`config.mk`:
```
export PLATFORM = sky130hd
export DESIGN_NAME = i2c_master_bit_engine
export DESIGN_NICKNAME = d
export VERILOG_FILES = /design/src/hdl/i2cbe_pkg.sv /design/src/hdl/i2cbe_front.sv /design/src/hdl/i2cbe_back.sv /design/src/hdl/i2c_master_bit_engine.sv
export SDC_FILE = /design/constraint.sdc
export NUM_CORES = 1
export LEC_CHECK = 0
export ABC_AREA = 0
export ABC_CLOCK_PERIOD_IN_PS = 7330
export BUFFER_PORTS_ARGS = -buffer_cell sky130_fd_sc_hd__buf_2
export CAP_MARGIN = 0
export CORE_ASPECT_RATIO = 1.2
export CORE_MARGIN = 3
export CORE_UTILIZATION = 55
export CTS_CLUSTER_DIAMETER = 50
export DETAILED_ROUTE_END_ITERATION = 10
export PLACE_DENSITY = 0.8
export SLEW_MARGIN = 20
export SYNTH_ARGS = -nofsm -noshare
export SYNTH_HDL_FRONTEND = slang
export SYNTH_SLANG_ARGS = --single-unit
```
`constraint.sdc`:
```
create_clock -name clk -period 7.33 [get_ports clk]
set_input_delay 0 -clock clk [delete_from_list [all_inputs] [get_ports clk]]
set_output_delay 0 -clock clk [all_outputs]
set_load 0.005 [all_outputs]
```
`src/hdl/i2cbe_pkg.sv`:
```
// ----------------------------------------------------------------------------
// i2cbe_pkg
// Shared types and constants for the I2C master bit engine.
// ----------------------------------------------------------------------------
package i2cbe_pkg;

  localparam int unsigned TICK_W = 10;
  localparam logic [TICK_W-1:0] PHASE_TICKS_RESET = 10'd10;
  localparam int unsigned ADDR_W = 3;

  typedef enum logic [2:0] {
    OP_START = 3'd0,
    OP_STOP  = 3'd1,
    OP_WRITE = 3'd2,
    OP_READ  = 3'd3,
    OP_SACK  = 3'd4,
    OP_RACK  = 3'd5
  } op_t;

  // register indexes
  typedef enum logic [0:0] {
    REG_PHASE_TICKS = 1'b0
  } reg_idx_t;

  // one classified request, as queued between front and back
  typedef struct packed {
    logic       go;    // legal command offered
    op_t        op;
    logic [7:0] load;  // initial shift register contents
    logic       sda;   // sampled SDA for this tick
  } item_t;

endpackage

```
`src/hdl/i2cbe_front.sv`:
```
// ----------------------------------------------------------------------------
// i2cbe_front
// Accepts requests, classifies the command and queues them for the engine.
// ----------------------------------------------------------------------------
module i2cbe_front (
  input  logic              clk,
  input  logic              rst,
  input  logic              in_valid,
  output logic              in_stall,
  input  logic              cmd_valid,
  input  logic [2:0]        operation,
  input  logic [7:0]        write_data,
  input  logic              ack_level,
  input  logic              sda_in,
  output logic              q_valid,
  output i2cbe_pkg::item_t  q_item,
  input  logic              q_pop
);
  import i2cbe_pkg::*;

  item_t      mem [2];
  logic       wr_ptr;
  logic       rd_ptr;
  logic [1:0] count;
  logic       push;
  item_t      cls;

  always_comb begin
    cls.go   = cmd_valid && (operation <= 3'(OP_RACK));
    cls.op   = op_t'(operation);
    cls.sda  = sda_in;
    unique case (operation)
      3'(OP_WRITE): cls.load = write_data;
      3'(OP_SACK):  cls.load = {7'd0, ack_level};
      default:      cls.load = 8'd0;
    endcase
  end

  assign in_stall = (count == 2'd2);
  assign push     = in_valid && !in_stall;
  assign q_valid  = (count != 2'd0);
  assign q_item   = mem[rd_ptr];

  always_ff @(posedge clk) begin
    if (push) begin
      mem[wr_ptr] <= cls;
    end
  end

  always_ff @(posedge clk) begin
    if (rst) begin
      wr_ptr <= 1'b0;
      rd_ptr <= 1'b0;
      count  <= 2'd0;
    end else begin
      if (push) begin
        wr_ptr <= ~wr_ptr;
      end
      if (q_pop) begin
        rd_ptr <= ~rd_ptr;
      end
      count <= count + {1'b0, push} - {1'b0, q_pop};
    end
  end

  a_no_pop_empty: assert property (@(posedge clk) disable iff (rst)
    q_pop |-> count != 2'd0)
    else $error("pop from empty queue");

  a_count_range: assert property (@(posedge clk) disable iff (rst)
    count != 2'd3)
    else $error("queue count overflow");

  a_full_no_grow: assert property (@(posedge clk) disable iff (rst)
    count == 2'd2 && !q_pop |=> count == 2'd2)
    else $error("full queue lost an entry");

endmodule

```
`src/hdl/i2cbe_back.sv`:
```
// ----------------------------------------------------------------------------
// i2cbe_back
// Bus phase sequencer: steps one queued tick per cycle into the output register while not stalled.
// ----------------------------------------------------------------------------
module i2cbe_back (
  input  logic                          clk,
  input  logic                          rst,
  input  logic [i2cbe_pkg::TICK_W-1:0]  phase_ticks,
  input  logic                          q_valid,
  input  i2cbe_pkg::item_t              q_item,
  output logic                          q_pop,
  output logic                          out_valid,
  input  logic                          out_stall,
  output logic                          scl_out,
  output logic                          sda_out,
  output logic                          busy_res,
  output logic                          done_res,
  output logic [7:0]                    read_byte,
  output logic                          ack_bit
);
  import i2cbe_pkg::*;

  logic [TICK_W-1:0] tick_count, tick_count_next;
  logic [1:0]        phase, phase_next;
  logic [2:0]        bit_index, bit_index_next;
  op_t               cur_op, cur_op_next;
  logic [7:0]        shift_reg, shift_reg_next;
  logic              scl, scl_next;
  logic              sda, sda_next;
  logic              active, active_next;
  logic              ack_reg, ack_reg_next;
  logic [7:0]        read_hold, read_hold_next;
  logic              done;
  logic              enter;
  logic [1:0]        enter_ph;

  assign q_pop = q_valid && (!out_valid || !out_stall);

  always_comb begin
    tick_count_next = tick_count;
    phase_next      = phase;
    bit_index_next  = bit_index;
    cur_op_next     = cur_op;
    shift_reg_next  = shift_reg;
    scl_next        = scl;
    sda_next        = sda;
    active_next     = active;
    ack_reg_next    = ack_reg;
    read_hold_next  = read_hold;
    done            = 1'b0;
    enter           = 1'b0;
    enter_ph        = 2'd0;

    if (active) begin
      if (tick_count != '0) begin
        tick_count_next = tick_count - 1'b1;
      end else begin
        unique case (cur_op)
          OP_START, OP_STOP, OP_SACK: begin
            if (phase == 2'd2) begin
              done = 1'b1;
            end else begin
              enter    = 1'b1;
              enter_ph = phase + 2'd1;
            end
          end
          OP_WRITE: begin
            if (phase != 2'd2) begin
              enter    = 1'b1;
              enter_ph = phase + 2'd1;
            end else if (bit_index == 3'd7) begin
              done = 1'b1;
            end else begin
              bit_index_next = bit_index + 3'd1;
              enter          = 1'b1;
              enter_ph       = 2'd0;
            end
          end
          OP_READ: begin
            if (phase == 2'd0) begin
              enter    = 1'b1;
              enter_ph = 2'd1;
            end else if (phase == 2'd1) begin
              // sample SDA while SCL is high
              shift_reg_next = {shift_reg[6:0], q_item.sda};
              enter          = 1'b1;
              enter_ph       = 2'd2;
            end else if (bit_index == 3'd7) begin
              read_hold_next = shift_reg;
              done           = 1'b1;
            end else begin
              bit_index_next = bit_index + 3'd1;
              enter          = 1'b1;
              enter_ph       = 2'd1;
            end
          end
          default: begin
            // receive ack
            if (phase == 2'd0) begin
              ack_reg_next = q_item.sda;
              enter        = 1'b1;
              enter_ph     = 2'd1;
            end else begin
              done = 1'b1;
            end
          end
        endcase
      end
      if (done) begin
        active_next = 1'b0;
      end
    end else if (q_item.go) begin
      cur_op_next    = q_item.op;
      bit_index_next = 3'd0;
      shift_reg_next = q_item.load;
      active_next    = 1'b1;
      enter          = 1'b1;
      enter_ph       = 2'd0;
    end

    if (enter) begin
      phase_next      = enter_ph;
      tick_count_next = (phase_ticks == '0) ? '0 : phase_ticks - 1'b1;
      unique case (cur_op_next)
        OP_START: begin
          if (enter_ph == 2'd0) begin
            sda_next = 1'b1;
            scl_next = 1'b1;
          end else if (enter_ph == 2'd1) begin
            sda_next = 1'b0;
          end else begin
            scl_next = 1'b0;
          end
        end
        OP_STOP: begin
          if (enter_ph == 2'd0) begin
            sda_next = 1'b0;
          end else if (enter_ph == 2'd1) begin
            scl_next = 1'b1;
          end else begin
            sda_next = 1'b1;
          end
        end
        OP_WRITE: begin
          if (enter_ph == 2'd0) begin
            sda_next = shift_reg_next[3'd7 - bit_index_next];
          end else if (enter_ph == 2'd1) begin
            scl_next = 1'b1;
          end else begin
            scl_next = 1'b0;
            // release SDA after the last bit
            if (bit_index_next == 3'd7) begin
              sda_next = 1'b1;
            end
          end
        end
        OP_READ: begin
          scl_next = (enter_ph != 2'd2);
        end
        OP_SACK: begin
          if (enter_ph == 2'd0) begin
            sda_next = shift_reg_next[0];
          end else begin
            scl_next = (enter_ph == 2'd1);
          end
        end
        default: begin
          scl_next = (enter_ph == 2'd0);
        end
      endcase
    end
  end

  always_ff @(posedge clk) begin
    if (rst) begin
      tick_count <= '0;
      phase      <= 2'd0;
      bit_index  <= 3'd0;
      cur_op     <= OP_START;
      shift_reg  <= 8'd0;
      scl        <= 1'b1;
      sda        <= 1'b1;
      active     <= 1'b0;
      ack_reg    <= 1'b1;
      read_hold  <= 8'd0;
    end else if (q_pop) begin
      tick_count <= tick_count_next;
      phase      <= phase_next;
      bit_index  <= bit_index_next;
      cur_op     <= cur_op_next;
      shift_reg  <= shift_reg_next;
      scl        <= scl_next;
      sda        <= sda_next;
      active     <= active_next;
      ack_reg    <= ack_reg_next;
      read_hold  <= read_hold_next;
    end
  end

  always_ff @(posedge clk) begin
    if (rst) begin
      out_valid <= 1'b0;
    end else if (q_pop) begin
      out_valid <= 1'b1;
    end else if (!out_stall) begin
      out_valid <= 1'b0;
    end
  end

  always_ff @(posedge clk) begin
    if (q_pop) begin
      scl_out   <= scl_next;
      sda_out   <= sda_next;
      busy_res  <= active_next;
      done_res  <= done;
      read_byte <= read_hold_next;
      ack_bit   <= ack_reg_next;
    end
  end

  a_done_not_busy: assert property (@(posedge clk) disable iff (rst)
    out_valid && done_res |-> !busy_res)
    else $error("done reported while still busy");

  a_phase_range: assert property (@(posedge clk) disable iff (rst)
    phase != 2'd3)
    else $error("illegal bus phase");

  a_step_fills_out: assert property (@(posedge clk) disable iff (rst)
    q_pop |=> out_valid)
    else $error("stepped tick produced no output");

endmodule

```
`src/hdl/i2c_master_bit_engine.sv`:
```
// ----------------------------------------------------------------------------
// i2c_master_bit_engine
// I2C master bit engine: start, stop, byte write/read and ack phase sequencing.
// ----------------------------------------------------------------------------
// Each request is one tick of the bus timing base and yields exactly one
// output with the SCL/SDA drive levels, busy, done, the last read byte and
// the last sampled ack. Requests go through a two-entry queue into the phase
// sequencer, which steps one tick per clock unless a stalled output holds
// it, so one request per cycle is sustained; the single-step sequencer
// loop and the output register set that figure. A command is taken only
// while the engine is idle; each bus phase lasts phase_ticks ticks (0
// counts as 1). phase_ticks is register 0 at byte address 0 and resets to 10.
module i2c_master_bit_engine (
  input  logic                          clk,
  input  logic                          rst,
  input  logic                          psel,
  input  logic                          penable,
  input  logic                          pwrite,
  input  logic [i2cbe_pkg::ADDR_W-1:0]  paddr,
  input  logic [31:0]                   pwdata,
  output logic [31:0]                   prdata,
  output logic                          pready,
  input  logic                          in_valid,
  output logic                          in_stall,
  input  logic                          cmd_valid,
  input  logic [2:0]                    operation,
  input  logic [7:0]                    write_data,
  input  logic                          ack_level,
  input  logic                          sda_in,
  output logic                          out_valid,
  input  logic                          out_stall,
  output logic                          scl_out,
  output logic                          sda_out,
  output logic                          busy_res,
  output logic                          done_res,
  output logic [7:0]                    read_byte,
  output logic                          ack_bit
);
  import i2cbe_pkg::*;

  logic [TICK_W-1:0] phase_ticks;
  logic              q_valid;
  item_t             q_item;
  logic              q_pop;
  logic              reg_sel;

  assign pready  = 1'b1;
  assign reg_sel = (paddr[2] == REG_PHASE_TICKS);
  assign prdata  = reg_sel ? {{(32-TICK_W){1'b0}}, phase_ticks} : 32'd0;

  always_ff @(posedge clk) begin
    if (rst) begin
      phase_ticks <= PHASE_TICKS_RESET;
    end else if (psel && penable && pwrite && pready && reg_sel) begin
      phase_ticks <= pwdata[TICK_W-1:0];
    end
  end

  i2cbe_front u_front (
    .clk        (clk),
    .rst        (rst),
    .in_valid   (in_valid),
    .in_stall   (in_stall),
    .cmd_valid  (cmd_valid),
    .operation  (operation),
    .write_data (write_data),
    .ack_level  (ack_level),
    .sda_in     (sda_in),
    .q_valid    (q_valid),
    .q_item     (q_item),
    .q_pop      (q_pop)
  );

  i2cbe_back u_back (
    .clk         (clk),
    .rst         (rst),
    .phase_ticks (phase_ticks),
    .q_valid     (q_valid),
    .q_item      (q_item),
    .q_pop       (q_pop),
    .out_valid   (out_valid),
    .out_stall   (out_stall),
    .scl_out     (scl_out),
    .sda_out     (sda_out),
    .busy_res    (busy_res),
    .done_res    (done_res),
    .read_byte   (read_byte),
    .ack_bit     (ack_bit)
  );

endmodule

```
; Word-level counts from Yosys, hierarchy flattened
; Memory sizes are Yosys's and may differ from the RTL's. A register that Yosys moved wholly into a read port is not among the register bits.
; Index checks and enable logic that the tools add are counted.
[word_totals]
rom_bits = 0
ramBits = 26
out_inout_bits = 48
elab_cells = 165
reg_bits = 66
in_bits = 56
latch_bits = 0
mem_count = 1
[memory_table]
columns = name, words, width, rd, rd_ports_with_merged_regs, wr, line
row1 = u_front.mem, 2, 13, 1, 1, 1, i2cbe_front.sv:21  ; item_t mem [2];
[classes]
order_cmp = 2
div = 0
n_reduce_logical = 23
addsub = 7
muxes = 89
n_shift = 0
n_mul = 0
eq_ne = 19
n_bitwise = 3
[op_table]
columns = cell, count
row1 = 8-bit two-way mux, 12
row2 = 10-bit two-way mux, 5
row3 = 1-bit two-way mux, 49
row4 = 3-bit two-way mux, 9
row5 = 10-bit by 1-bit subtractor with 10-bit output (second input constant), 2
row6 = 8-bit case mux with 2 select lines, 1
row7 = 3-bit by 2-bit equality test with 1-bit output (second input constant), 5
row8 = 3-bit equality test (second input constant), 5
row9 = 2-bit two-way mux, 6
row10 = 10-bit logical NOT, 1
row11 = 10-bit nonzero test, 1
row12 = 3-bit by 1-bit equality test with 1-bit output (second input constant), 2
row13 = 1-bit logical AND, 6
row14 = 3-bit logical NOT, 2
row15 = 1-bit case mux with 3 select lines, 2
row16 = 2-bit case mux with 3 select lines, 1
row17 = 3-bit case mux with 2 select lines, 1
row18 = 2-bit nonzero test, 3
row19 = 1-bit case mux with 5 select lines, 1
row20 = 5-bit OR reduction, 1
row21 = 2-bit by 1-bit equality test with 1-bit output (second input constant), 2
row22 = 2-bit equality test (second input constant), 2
row23 = 2-bit logical NOT, 2
row24 = 3-bit by 4-bit less-than comparator with 1-bit output (second input constant), 1
row25 = other kinds (16), 21

; Depth between registers and ports, before layout
[logic_depth]
depth_word = 13
mapped_depth = 12
mapped_depth_nobuf = 11

; Modules after synthesis
; A second synthesis with hierarchy kept.
[hier_totals]
hier_cells = 554
hier_area_um2 = 5171.2
[by_module_without_submodules]
columns = mod, n_inst, area_per_inst_um2, cells_each, seq_area_each_um2
row1 = i2cbe_back, 1, 3240.6, 397, 1171.1
row2 = i2cbe_front, 1, 1239.9, 77, 880.8
row3 = i2c_master_bit_engine, 1, 690.7, 80, 200.2

; Least setup slack after synthesis
; No wires, ideal clock.
[synth_path]
path_kind = reg-to-reg
start = reg u_back.out_valid
end = reg u_front.count[1]
period_less_slack_ns = 2.523
slack_ns = 4.807
path_buffers = 2
t_arrival_ns = 2.395
required_ns = 7.202
stages_incl_launch_ff = 12
path_cell_list = dfxtp_1 > nand2_1 > o21ai_1 > inv_1 > clkbuf_1 > buf_1 > ha_1 > inv_1 > ha_1 > xor2_1 > xnor2_1 > nor2_1
[synth_between]
elab_chain_cells = 4
[synth_lines]
columns = item, line
row1 = "start, declared", i2cbe_back.sv:12  ; output logic out_valid,
row2 = "start signal, assigned", i2cbe_back.sv:202  ; out_valid <= 1'b0;
row3 = "start signal, assigned", i2cbe_back.sv:204  ; out_valid <= 1'b1;
row4 = "start signal, assigned", i2cbe_back.sv:206  ; out_valid <= 1'b0;
row5 = 1-bit logical NOT, i2cbe_back.sv:37  ; assign q_pop = q_valid && (!out_valid || !out_stall);
row6 = 1-bit logical OR, i2cbe_back.sv:37
row7 = 1-bit logical AND, i2cbe_back.sv:37
row8 = named net q_pop, i2c_master_bit_engine.sv:44  ; logic q_pop;
row9 = 2-bit by 1-bit subtractor with 2-bit output, i2cbe_front.sv:62  ; count <= count + {1'b0, push} - {1'b0, q_pop};
row10 = "end signal, assigned", i2cbe_front.sv:62
row11 = "end, declared", i2cbe_front.sv:24  ; logic [1:0] count;
; The timed path passes the listed nets, and every way through them passes these cells.
; A chain may end at the register's enable or synchronous reset.

==> impl_metrics.py <==
metrics = {
    "power_and_ir_drop": {
        "power.switching_mw": 0.954,
        "clock_power_share_pct": 15.2,
        "switching_share_pct": 42.1,
        "power_frac_comb_pct": 47.6,
        "p_per_area_nw_per_um2": 397,
        "intPower_mw": 1.31,
        "seqPwrFrac_pct": 37.2,
        "leakage_nw": 2.24,
        "ir_drop_mv": 0.292,
    },
    "worst_setup_path": {
        "worstPathRequired_ns": 7.64,
        "path_class": "reg -> reg",
        "end_kind": "register",
        "r2r_setup_slack_ns": 3.96,
        "reg2reg_depth": 8,
        "worstPathArrival_ns": 3.68,
        "crit_fanout": 11,
        "r2r_end": "u_back.sda",
        "startpoint_type": "register",
    },
    "timing": {
        "setup_viol": 0,
        "worstMarginPinSlew_ns": 1.01,
        "post-route-period-util_pct": 45.9,
        "hold_viol_final": 0,
        "slew_headroom_pct": 32.9,
        "fin_ws_ns": 3.96,
        "fin_skew_ns": 0.0108,
        "finalMaxSlewViolations": 0,
        "rsz0062_at_grt": "false",
        "final.setup.tns_ns": 0,
        "fmax_ghz": 0.297,
        "post-route-min-period_ns": 3.37,
        "whs_ns": 0.0415,
    },
    "logic_synthesis": {
        "synth-seq-cells": 93,
        "synth_edf_count": 39,
        "ys.warnings.count": 0,
        "synth_flop_cell": "dfxtp_1",
        "async_reset_ff_share_pct": 0,
        "syn_area_sq_um": 5050,
        "syn_inst": 566,
        "syn_area_per_cell_sq_um": 8.92,
        "synth.distinct_cells": 61,
        "ys_seq_area_share_pct": 44.6,
    },
    "cells_and_area": {
        "area_growth_pct": 13.1,
        "largest-register": "u_front.mem",
        "seqCellArea_sq_um": 2250,
        "largest_reg_flops": 26,
        "fin_area_sq_um": 5710,
        "instances_no_fill": 749,
        "fin_nets": 689,
        "multiInputGateArea_sq_um": 2540,
        "antenna_cells": 0,
        "reg.largest.list": "u_front.mem x26, phase_ticks x10, u_back.tick_count x10",
        "fill_cells": 700,
        "drive_above_1_share_pct": 16.9,
    },
    "floorplan": {
        "placementRows": 37,
        "fp.dieW_um": 93.5,
        "start_util_pct": 57.7,
        "core-area_sq_um": 8750,
        "io_pins": 104,
        "die_h_um": 111,
        "die_area_sq_um": 10400,
    },
    "detailed_routing": {
        "drt-pass1-iter-count": 5,
        "wl_met2_um": 5830,
        "postRouteAntennaNets": 0,
        "wirelength_um": 11600,
        "post_drt_wl_per_cell_um": 15.4,
        "wl_met1_um": 4810,
        "dr_total_vias": 4324,
        "top_layer": "met4",
        "drt_iter0_drc": 293,
        "remaining_drc_errors": 0,
        "vias_per_cell": 5.77,
        "route.met3.wl_um": 576,
    },
    "grt": {
        "grt_max_degree": 55,
        "grt_overflow_total": 0,
        "grt.total_usage_pct": 22.5,
        "grt_pass1_wl_um": 19100,
        "antenna_found_initial": 0,
        "grt_pass1_vias": 4076,
    },
    "run_status": {
        "outcome": "completed",
    },
    "placed_design": {
        "io_buffers": 56,
        "placed_cells": 711,
        "dpl_worst_slack_ns": 4.10,
        "place_area_sq_um": 5290,
        "place.gp.congestion": 0.879,
        "dpl.hpwl_um": 7820,
    },
    "clocking": {
        "cts_buffers": 9,
        "path_clk_slew_ns": 0.09,
        "htreeDepth": 3,
        "clockBufferDepth": 2,
        "clockRootBuffer": "clkbuf_8",
        "postCtsSetupRepairBufs": 0,
        "cts_sinks": 93,
        "cts_tree": "built",
        "insertion_delay_ns": 0.37,
    },
    "run": {
        "cap_violations": 0,
    },
    "min_path": {
        "hold_path_end": "u_front.mem[0][1]",
        "worstHoldStart": "ack_level",
        "hold_depth": 3,
        "worstHoldPathType": "in -> reg",
    },
}
cell usage in the layout (no fill, tap or decap), types with 8 or more instances in the layout:
cell type / netlist / routed
nor3b_1: 9 / 9
a21oi_1: 48 / 48
mux2_2: 15 / 15
or2_2: 10 / 10
clkbuf_8: 0 / 9
edfxtp_1: 39 / 39
dlygate4sd3_1: 0 / 22
conb_1: 2 / 23
and2_1: 10 / 10
nor2b_1: 9 / 9
nand2_1: 67 / 67
nor2_1: 68 / 67
nor3_1: 18 / 18
buf_2: 3 / 56
mux2i_1: 14 / 14
dfxtp_1: 54 / 54
nand3_1: 9 / 9
inv_1: 14 / 14
o21ai_0: 17 / 17
o22ai_1: 8 / 8
per-stage QoR:
step | utilization [%] | total power [mW]
6_report | 65.3 | 2.26
5_1_grt | 65.3 | 2.43
4_1_cts | 65.2 | 2.26
3_5_place_dp | 60.4 | 1.90
3_3_place_gp | 60.4 | 1.86
2_1_floorplan | - | 1.66
cells by family after synthesis:
group,Yosys count,synth area share [%]
xor gates and xnor gates,11,1.91
other,2,0.149
and+or+nand+nor,245,24.5
muxes,29,6.12
buffers and inverters,65,6.69
adders and majority gates,6,1.49
AOI/OAI and AO/OA,115,14.5
DFF,93,44.6
power groups by stage:
stage	sequential, mW	combinational [mW]	clock (mW)
finish	0.842	1.08	0.344
global route	0.860	1.21	0.368
CTS	0.839	1.07	0.349
detailed placement	0.851	1.05	0
global placement	0.841	1.01	0
floorplan	0.797	0.860	0
synth_stat cells (6+ instances only):
cell      instances  share of area [%]
nand2_1          67                5.0
mux2i_1          14                2.8
nor3b_1           9                1.3
o22ai_1           8               0.99
buf_4            24                3.6
inv_1            14                1.0
or2_2            10                1.2
dfxtp_1          54                 21
nor2b_1           9                1.1
mux2_2           15                3.3
ha_1              6                1.5
nor4_1            7               0.87
clkbuf_1         23                1.7
or3_1             6               0.74
a21oi_1          48                4.8
edfxtp_1         39                 23
nand3_1           9               0.89
o21ai_0          17                1.7
xnor2_1           7                1.2
nor3_1           18                1.8
nor2_1           68                5.1
and2_1           10                1.2
worst max path at each step:
stage,startpoint,end
6_report,register,u_back.sda
4_1_cts,register,u_back.sda
3_3_place_gp,register,u_back.sda
5_1_grt,register,u_back.tick_count[3]
2_1_floorplan,u_back.out_valid,u_front.count[1]
3_5_place_dp,register,u_back.tick_count[3]
layer usage:
layer	track usage (%)	vias to the layer above
met4	10.3	0
met3	2.99	29
met1	28.2	2054
met2	37.9	147
met5	0	-
li1	-	2094
critical path, stage by stage, from the launching register on:
cell     delay, ns
dfxtp_1       0.68
mux2i_1       0.33
nor2_1        0.64
mux2i_1       0.58
nand2_1       0.17
o32a_1        0.37
a31o_2        0.25
a21oi_2       0.15
a21bo_1       0.13
repair_timing:
item | 4_1_cts | 5_1_grt
endpoints found under the setup margin | 0 | 0
hold endpoints to repair | 35 | 0
hold buffers | 22 | 0
resized for setup | 0 | 0
area by class of cell:
| type | count | area share (%) |
|---|---|---|
| tap | 117 | 2.56 |
| clock inverter | 6 | 1.29 |
| clock buffer | 10 | 2.23 |
| inverter | 14 | 0.920 |
| timing repair buffer | 80 | 9.03 |
| sequential | 93 | 39.4 |
| multi-input combinational | 429 | 44.5 |
Power figures use the tool's default switching activity.
